File: config.mk
export PLATFORM = sky130hd
export DESIGN_NAME = evm_bytecode_instruction_splitter_unit
export DESIGN_NICKNAME = d
export VERILOG_FILES = /design/src/evmbis_pkg.sv /design/src/evmbis_opdecode.sv /design/src/evmbis_step.sv /design/src/evm_bytecode_instruction_splitter_unit.sv
export SDC_FILE = /design/constraint.sdc
export NUM_CORES = 1
export LEC_CHECK = 0
export ABC_AREA = 1
export BUFFER_PORTS_ARGS = -buffer_cell sky130_fd_sc_hd__buf_2
export CAP_MARGIN = 20
export CORE_UTILIZATION = 55
export DETAILED_ROUTE_END_ITERATION = 8
export GPL_ROUTABILITY_DRIVEN = 0
export HOLD_SLACK_MARGIN = 0.08
export PLACE_DENSITY = 0.86
export SYNTH_ARGS = -nofsm -noshare
export SYNTH_HDL_FRONTEND = slang
export SYNTH_SLANG_ARGS = --single-unit
export TNS_END_PERCENT = 20
File: constraint.sdc
create_clock -name clock -period 4.1 [get_ports clock]
set_clock_uncertainty 0.15 [all_clocks]
set_input_delay 0.615 -clock clock [delete_from_list [all_inputs] [get_ports clock]]
set_output_delay 0.615 -clock clock [all_outputs]
set_load 0.01 [all_outputs]
File: src/evmbis_pkg.sv
`default_nettype none

package evmbis_pkg;

   // width of the section offset and instruction index counters (8 to 32)
   localparam int OFFSET_BITS = 16;
   localparam int OUT_BITS    = 16;

   // opcode values
   localparam logic [7:0] OPC_PUSH1    = 8'h60;
   localparam logic [7:0] OPC_PUSH32   = 8'h7f;
   localparam logic [7:0] OPC_DUP1     = 8'h80;
   localparam logic [7:0] OPC_DUP16    = 8'h8f;
   localparam logic [7:0] OPC_SWAP1    = 8'h90;
   localparam logic [7:0] OPC_SWAP16   = 8'h9f;
   localparam logic [7:0] OPC_INVALID  = 8'hfe;
   localparam logic [7:0] OPC_JUMPDEST = 8'h5b;

   // instruction class codes
   localparam logic [2:0] CLASS_OTHER    = 3'd0;
   localparam logic [2:0] CLASS_PUSH     = 3'd1;
   localparam logic [2:0] CLASS_DUP      = 3'd2;
   localparam logic [2:0] CLASS_SWAP     = 3'd3;
   localparam logic [2:0] CLASS_CREATEND = 3'd4;

   typedef logic [OFFSET_BITS-1:0] count_type;

   // opcode decode flags
   typedef struct packed {
      logic       is_push;
      logic       is_dup;
      logic       is_swap;
      logic       is_invalid;
      logic       is_jumpdest;
      logic [5:0] push_len;
   } decode_type;

   // one result item
   typedef struct packed {
      logic                is_opcode;
      logic [2:0]          instr_class;
      logic [7:0]          opcode_value;
      logic                in_runtime;
      logic [OUT_BITS-1:0] section_offset;
      logic [OUT_BITS-1:0] instr_index;
      logic [7:0]          imm_byte;
      logic                imm_last;
      logic                is_jumpdest;
      logic                truncated_push;
   } result_type;

   // low output bits of a counter, zero-extended when the counter is narrow
   function automatic logic [OUT_BITS-1:0] count_out(input count_type v);
      logic [31:0] wide;
      wide = 32'(v);
      return wide[OUT_BITS-1:0];
   endfunction

endpackage

`default_nettype wire

File: src/evmbis_opdecode.sv
`default_nettype none

module evmbis_opdecode (
   input  wire logic [7:0]           code_byte,
   output evmbis_pkg::decode_type    dec
);

   // range compares on the opcode byte
   always_comb begin
      dec.is_push     = (code_byte >= evmbis_pkg::OPC_PUSH1) &&
                        (code_byte <= evmbis_pkg::OPC_PUSH32);
      dec.is_dup      = (code_byte >= evmbis_pkg::OPC_DUP1) &&
                        (code_byte <= evmbis_pkg::OPC_DUP16);
      dec.is_swap     = (code_byte >= evmbis_pkg::OPC_SWAP1) &&
                        (code_byte <= evmbis_pkg::OPC_SWAP16);
      dec.is_invalid  = (code_byte == evmbis_pkg::OPC_INVALID);
      dec.is_jumpdest = (code_byte == evmbis_pkg::OPC_JUMPDEST);
      // pushn carries n = low five bits plus one data bytes
      dec.push_len    = 6'(code_byte[4:0]) + 6'd1;
   end

endmodule

`default_nettype wire

File: src/evmbis_step.sv
`default_nettype none

module evmbis_step (
   input  wire logic                   clock,
   input  wire logic                   reset,
   input  wire logic                   advance,
   input  wire logic                   creation_mode,
   input  wire logic [7:0]             code_byte,
   input  wire logic                   start_of_code,
   output evmbis_pkg::result_type      result
);

   logic                  runtime_ff,  runtime_in;
   logic [5:0]            left_ff,     left_in;
   evmbis_pkg::count_type offset_ff,   offset_in;
   evmbis_pkg::count_type icount_ff,   icount_in;
   logic [7:0]            owner_ff,    owner_in;

   logic                  cur_runtime;
   logic [5:0]            cur_left;
   evmbis_pkg::count_type cur_offset;
   evmbis_pkg::count_type cur_icount;
   logic [5:0]            left_dec;
   evmbis_pkg::decode_type dec;

   evmbis_opdecode u_opdecode (
      .code_byte (code_byte),
      .dec       (dec)
   );

   // a new program start replaces the running state
   always_comb begin
      cur_runtime = start_of_code ? ~creation_mode : runtime_ff;
      cur_left    = start_of_code ? 6'd0 : left_ff;
      cur_offset  = start_of_code ? '0 : offset_ff;
      cur_icount  = start_of_code ? '0 : icount_ff;
      left_dec    = cur_left - 6'd1;
   end

   // per byte result and next state
   always_comb begin
      result                = '0;
      result.in_runtime     = cur_runtime;
      result.section_offset = evmbis_pkg::count_out(cur_offset);
      result.truncated_push = start_of_code && (left_ff != 6'd0);

      runtime_in = cur_runtime;
      left_in    = cur_left;
      offset_in  = cur_offset + evmbis_pkg::count_type'(1);
      icount_in  = cur_icount;
      owner_in   = owner_ff;

      if (cur_left != 6'd0) begin
         // immediate data byte of a push
         result.is_opcode    = 1'b0;
         result.instr_class  = evmbis_pkg::CLASS_PUSH;
         result.opcode_value = owner_ff;
         result.instr_index  =
            evmbis_pkg::count_out(cur_icount - evmbis_pkg::count_type'(1));
         result.imm_byte     = code_byte;
         result.imm_last     = (left_dec == 6'd0);
         left_in             = left_dec;
      end else begin
         // opcode byte
         result.is_opcode    = 1'b1;
         result.opcode_value = code_byte;
         result.instr_index  = evmbis_pkg::count_out(cur_icount);
         icount_in           = cur_icount + evmbis_pkg::count_type'(1);
         if (dec.is_push) begin
            result.instr_class = evmbis_pkg::CLASS_PUSH;
            left_in            = dec.push_len;
            owner_in           = code_byte;
         end else if (dec.is_dup) begin
            result.instr_class = evmbis_pkg::CLASS_DUP;
         end else if (dec.is_swap) begin
            result.instr_class = evmbis_pkg::CLASS_SWAP;
         end else if (!cur_runtime && dec.is_invalid) begin
            // end of creation section, runtime counts restart at zero
            result.instr_class = evmbis_pkg::CLASS_CREATEND;
            runtime_in         = 1'b1;
            offset_in          = '0;
            icount_in          = '0;
         end else begin
            result.instr_class = evmbis_pkg::CLASS_OTHER;
            result.is_jumpdest = dec.is_jumpdest;
         end
      end
   end

   // control state
   always_ff @(posedge clock) begin
      if (reset) begin
         runtime_ff <= 1'b0;
         left_ff    <= 6'd0;
         offset_ff  <= '0;
         icount_ff  <= '0;
      end else if (advance) begin
         runtime_ff <= runtime_in;
         left_ff    <= left_in;
         offset_ff  <= offset_in;
         icount_ff  <= icount_in;
      end
   end

   // owning push opcode, only read while data bytes are pending
   always_ff @(posedge clock) begin
      if (advance) begin
         owner_ff <= owner_in;
      end
   end

endmodule

`default_nettype wire

File: src/evm_bytecode_instruction_splitter_unit.sv
`default_nettype none

// Splits an EVM bytecode stream, one byte per transfer, into classified opcode
// and push-data results, one result per input byte in the same order. Each byte
// is captured in an input register, then decoded and counted by short logic and
// held in a result register, so a new byte is taken every cycle while results
// are being taken; throughput is one byte per clock, and rsp_valid rises once
// the byte has passed both the input and the result register. Offsets and
// instruction indices count per section and wrap at the counter width. Assert
// req_start_of_code on the first byte of each program; it also flags push data
// cut off by the new start. Write csr_creation_mode_at_start only while idle.
module evm_bytecode_instruction_splitter_unit (
   input  wire logic        clock,
   input  wire logic        reset,
   // configuration
   input  wire logic        csr_valid,
   output logic             csr_ready,
   input  wire logic        csr_creation_mode_at_start,
   // byte input
   input  wire logic        req_valid,
   output logic             req_ready,
   input  wire logic [7:0]  req_code_byte,
   input  wire logic        req_start_of_code,
   // results
   output logic             rsp_valid,
   input  wire logic        rsp_ready,
   output logic             rsp_is_opcode,
   output logic [2:0]       rsp_instr_class,
   output logic [7:0]       rsp_opcode_value,
   output logic             rsp_in_runtime,
   output logic [15:0]      rsp_section_offset,
   output logic [15:0]      rsp_instr_index,
   output logic [7:0]       rsp_imm_byte,
   output logic             rsp_imm_last,
   output logic             rsp_is_jumpdest,
   output logic             rsp_truncated_push
);

   logic                   mode_ff;
   logic                   in_valid_ff;
   logic [7:0]             in_byte_ff;
   logic                   in_start_ff;
   logic                   out_valid_ff;
   evmbis_pkg::result_type out_ff;
   evmbis_pkg::result_type step_result;
   logic                   advance;

   // handshake control
   assign advance   = in_valid_ff && (!out_valid_ff || rsp_ready);
   assign req_ready = !in_valid_ff || advance;
   assign csr_ready = 1'b1;
   assign rsp_valid = out_valid_ff;

   // configuration register
   always_ff @(posedge clock) begin
      if (reset) begin
         mode_ff <= 1'b0;
      end else if (csr_valid) begin
         mode_ff <= csr_creation_mode_at_start;
      end
   end

   // input register
   always_ff @(posedge clock) begin
      if (reset) begin
         in_valid_ff <= 1'b0;
      end else if (req_ready) begin
         in_valid_ff <= req_valid;
      end
   end

   always_ff @(posedge clock) begin
      if (req_valid && req_ready) begin
         in_byte_ff  <= req_code_byte;
         in_start_ff <= req_start_of_code;
      end
   end

   evmbis_step u_step (
      .clock         (clock),
      .reset         (reset),
      .advance       (advance),
      .creation_mode (mode_ff),
      .code_byte     (in_byte_ff),
      .start_of_code (in_start_ff),
      .result        (step_result)
   );

   // result register
   always_ff @(posedge clock) begin
      if (reset) begin
         out_valid_ff <= 1'b0;
      end else if (advance) begin
         out_valid_ff <= 1'b1;
      end else if (rsp_ready) begin
         out_valid_ff <= 1'b0;
      end
   end

   always_ff @(posedge clock) begin
      if (advance) begin
         out_ff <= step_result;
      end
   end

   // result fields
   assign rsp_is_opcode      = out_ff.is_opcode;
   assign rsp_instr_class    = out_ff.instr_class;
   assign rsp_opcode_value   = out_ff.opcode_value;
   assign rsp_in_runtime     = out_ff.in_runtime;
   assign rsp_section_offset = out_ff.section_offset;
   assign rsp_instr_index    = out_ff.instr_index;
   assign rsp_imm_byte       = out_ff.imm_byte;
   assign rsp_imm_last       = out_ff.imm_last;
   assign rsp_is_jumpdest    = out_ff.is_jumpdest;
   assign rsp_truncated_push = out_ff.truncated_push;

endmodule

`default_nettype wire
==> metrics.txt <==
R2R Setup Slk 1150 ps; Clock Latency Late Sink 520 ps; worst min path class in2reg; Post-synth top flop edfxtp_1; crit share post-route 0.719; Max-Slew Margin vs Limit 0.484; syn_nets 733; ys async rst share 0; hold buffers post-CTS 0; Layout Cells excl Fill 932; r2r worst-path depth 10; worst slew pin tran 774 ps; Die Wd 105 um; min cycle time layout 2950 ps; Setup violations, final 0; leakage power 2.86 nW; Final Hold Viols 0; r2r startpoint in_start_ff$_DFFE_PP_; cell count after synthesis 710; Synth warnings 0; post-synthesis register bit count 115; via count 5155; DR vias/cell 5.53; routed wire length per instance 14.5 um; layout cell share with drive strength beyond 1 0.178; post-CTS setup buffer count 0; EDFF count, synth 73; FF-to-FF End u_step.icount_ff[15]$_SDFFE_PP0P_; clock buffer depth 2; Clock Root Buffer clkbuf_8; # fillers 757; CP Data Arrival Time 3240 ps; Yosys cell types 35; area grow syn2layout 17.1%; Post-DP HPWL 8640 um; pre-CTS setup slack 1270 ps; # resized after CTS 0; starting DRC count in detailed routing 456; first-pass GRT wire length 22300 um; setup slack after layout 1150 ps; Post-DP Area 6270 um^2; I/O Buffers 72; ANT cells 0; Final Max Tran Viols 0; Num CTS Buffers 17; Worst setup SP type register; setup TNS 0 ps; GR Overflow Total 0; post-synth top area share 0.375; H-Tree Depth 4; Placed Cells 900; critical path required time 4390 ps; multi-input gate area in the final layout 2340 um^2; Max VDD drop 0.000249 V; post-route ant nets 0; crit path kind reg2reg; fmax 0.339 GHz; Critical Path Start in_start_ff$_DFFE_PP_; storage element area 3030 um^2; final net count 806; sequential fraction of the synthesis area 0.519; Post-Route WL 13500 um; max cap viols 0; Cell Rows 37; final design utilization 0.663; synth cell count leaders nand2_1, nor2_1, inv_1; Finished Cell Area 6850 um^2; critical path fanouts, max 35; area leader, netlist edfxtp_1; RSZ-0062 raised after global routing false; vias in the first global route 4870; Clock Pin Slew Worst Setup and Hold Paths 60 ps; CTS Sinks 115; most frequent cell after synthesis nand2_1; initial antenna violation count 0; Die Ht 105 um; GR Util All Layers 0.257; P per Cell Area 447 nW/um^2; initial core utilization 0.566; Setup crit end u_step.icount_ff[15]$_SDFFE_PP0P_; Mapped Area 5850 um^2; CP endpoint kind register; area of the core 10300 um^2; DRT Pass-1 Iters 6; Avg Cell Area, Syn 8.23 um^2; CTS tree done; DRC 0; # IOs 74; largest net degree at the start of global routing 39; Die Area 11000 um^2; Area contributors post-synth edfxtp_1, dfxtp_1, nand2_1, nor2_1, inv_1; status completed
==> state kept, by name, indices dropped and copies added (netlist names) <==
register and flops:
rsp_instr_index 16, rsp_section_offset 16, u_step.icount_ff 16, u_step.offset_ff 16
in_byte_ff 8, rsp_imm_byte 8, rsp_opcode_value 8, u_step.owner_ff 8
u_step.left_ff 6, rsp_instr_class 3, in_start_ff 1, in_valid_ff 1
mode_ff 1, rsp_imm_last 1, rsp_in_runtime 1, rsp_is_jumpdest 1
rsp_is_opcode 1, rsp_truncated_push 1, rsp_valid 1, u_step.runtime_ff 1
==> worst min-delay path by stage <==
stage | from | to | slack, ps | cells past startpoint
finish | req_code_byte[4] | in_byte_ff[4]$_DFFE_PP_ | 110 | 1
global placement | u_step.offset_ff[15]$_SDFFE_PP0P_ | u_step.offset_ff[15]$_SDFFE_PP0P_ | 300 | 2
global route | req_code_byte[4] | in_byte_ff[4]$_DFFE_PP_ | 100 | 1
detailed placement | u_step.runtime_ff$_SDFFE_PP0P_ | u_step.runtime_ff$_SDFFE_PP0P_ | 310 | 2
CTS | req_code_byte[6] | in_byte_ff[6]$_DFFE_PP_ | 100 | 1
floorplan | u_step.runtime_ff$_SDFFE_PP0P_ | u_step.runtime_ff$_SDFFE_PP0P_ | 290 | 2
==> per-stage QoR <==
step / total power [mW] / hold slack (ps)
global placement: 1.63 / 303
detailed placement: 1.64 / 308
floorplan: 1.56 / 292
CTS: 3.07 / 98.0
global route: 3.16 / 98.9
finish: 3.06 / 114
==> power breakdown <==
group	leakage (nW)	internal [mW]	total, mW	switching, mW
Sequential	1.02	1.30	1.33	0.0272
Combinational	1.56	0.0929	0.296	0.203
Clock	0.276	0.890	1.44	0.547
==> routing by layer <==
layer  global-route usage  routed length (um)
met2                0.427                6610
met5                    0                   0
met1                0.319                5300
met4                0.117                 329
met3               0.0605                1240
==> critical path, cell delays in order (launching register included) <==
cell and delay [ps]:
edfxtp_1 750, inv_4 300, nand2_1 250, ha_1 240, nand3_2 200, buf_4 320
nor2_1 250, nand2_1 90, nand2_1 70, nand3_1 60, a21oi_1 170
==> cells in the final DEF (no fill, tap or decap), drive strengths merged, types with 8 or more instances in the layout <==
cell,n
o21ai,41
nor2,112
edfxtp,73
inv,84
nand2,185
dfxtp,42
clkbuf,19
xor2,15
ha,8
buf,81
a21oi,46
nand4,12
nand3,55
==> cells by family (layout without fill, tap and decap cells) <==
kind of cell             after synthesis  in the layout  share of synthesized area
AND/OR/NAND/NOR                      368            368                      0.269
flip-flops                           115            115                      0.519
buffers and inverters                106            192                     0.0816
AO/OA/AOI/OAI                         93             93                     0.0843
XOR/XNOR                              19             19                     0.0285
adder cells (fa/ha/maj)                8              8                     0.0171
other                                  1              1                   0.000642
==> layout make-up <==
type,instances,share of cell area
Clock inverter,13,0.0217
Sequential cell,115,0.443
Timing Repair Buffer,81,0.0625
Clock buffer,19,0.0630
Multi-Input combinational cell,489,0.341
Tap cell,136,0.0249
Inverter,79,0.0437
No activity file was read; power rests on OpenSTA's default activity.
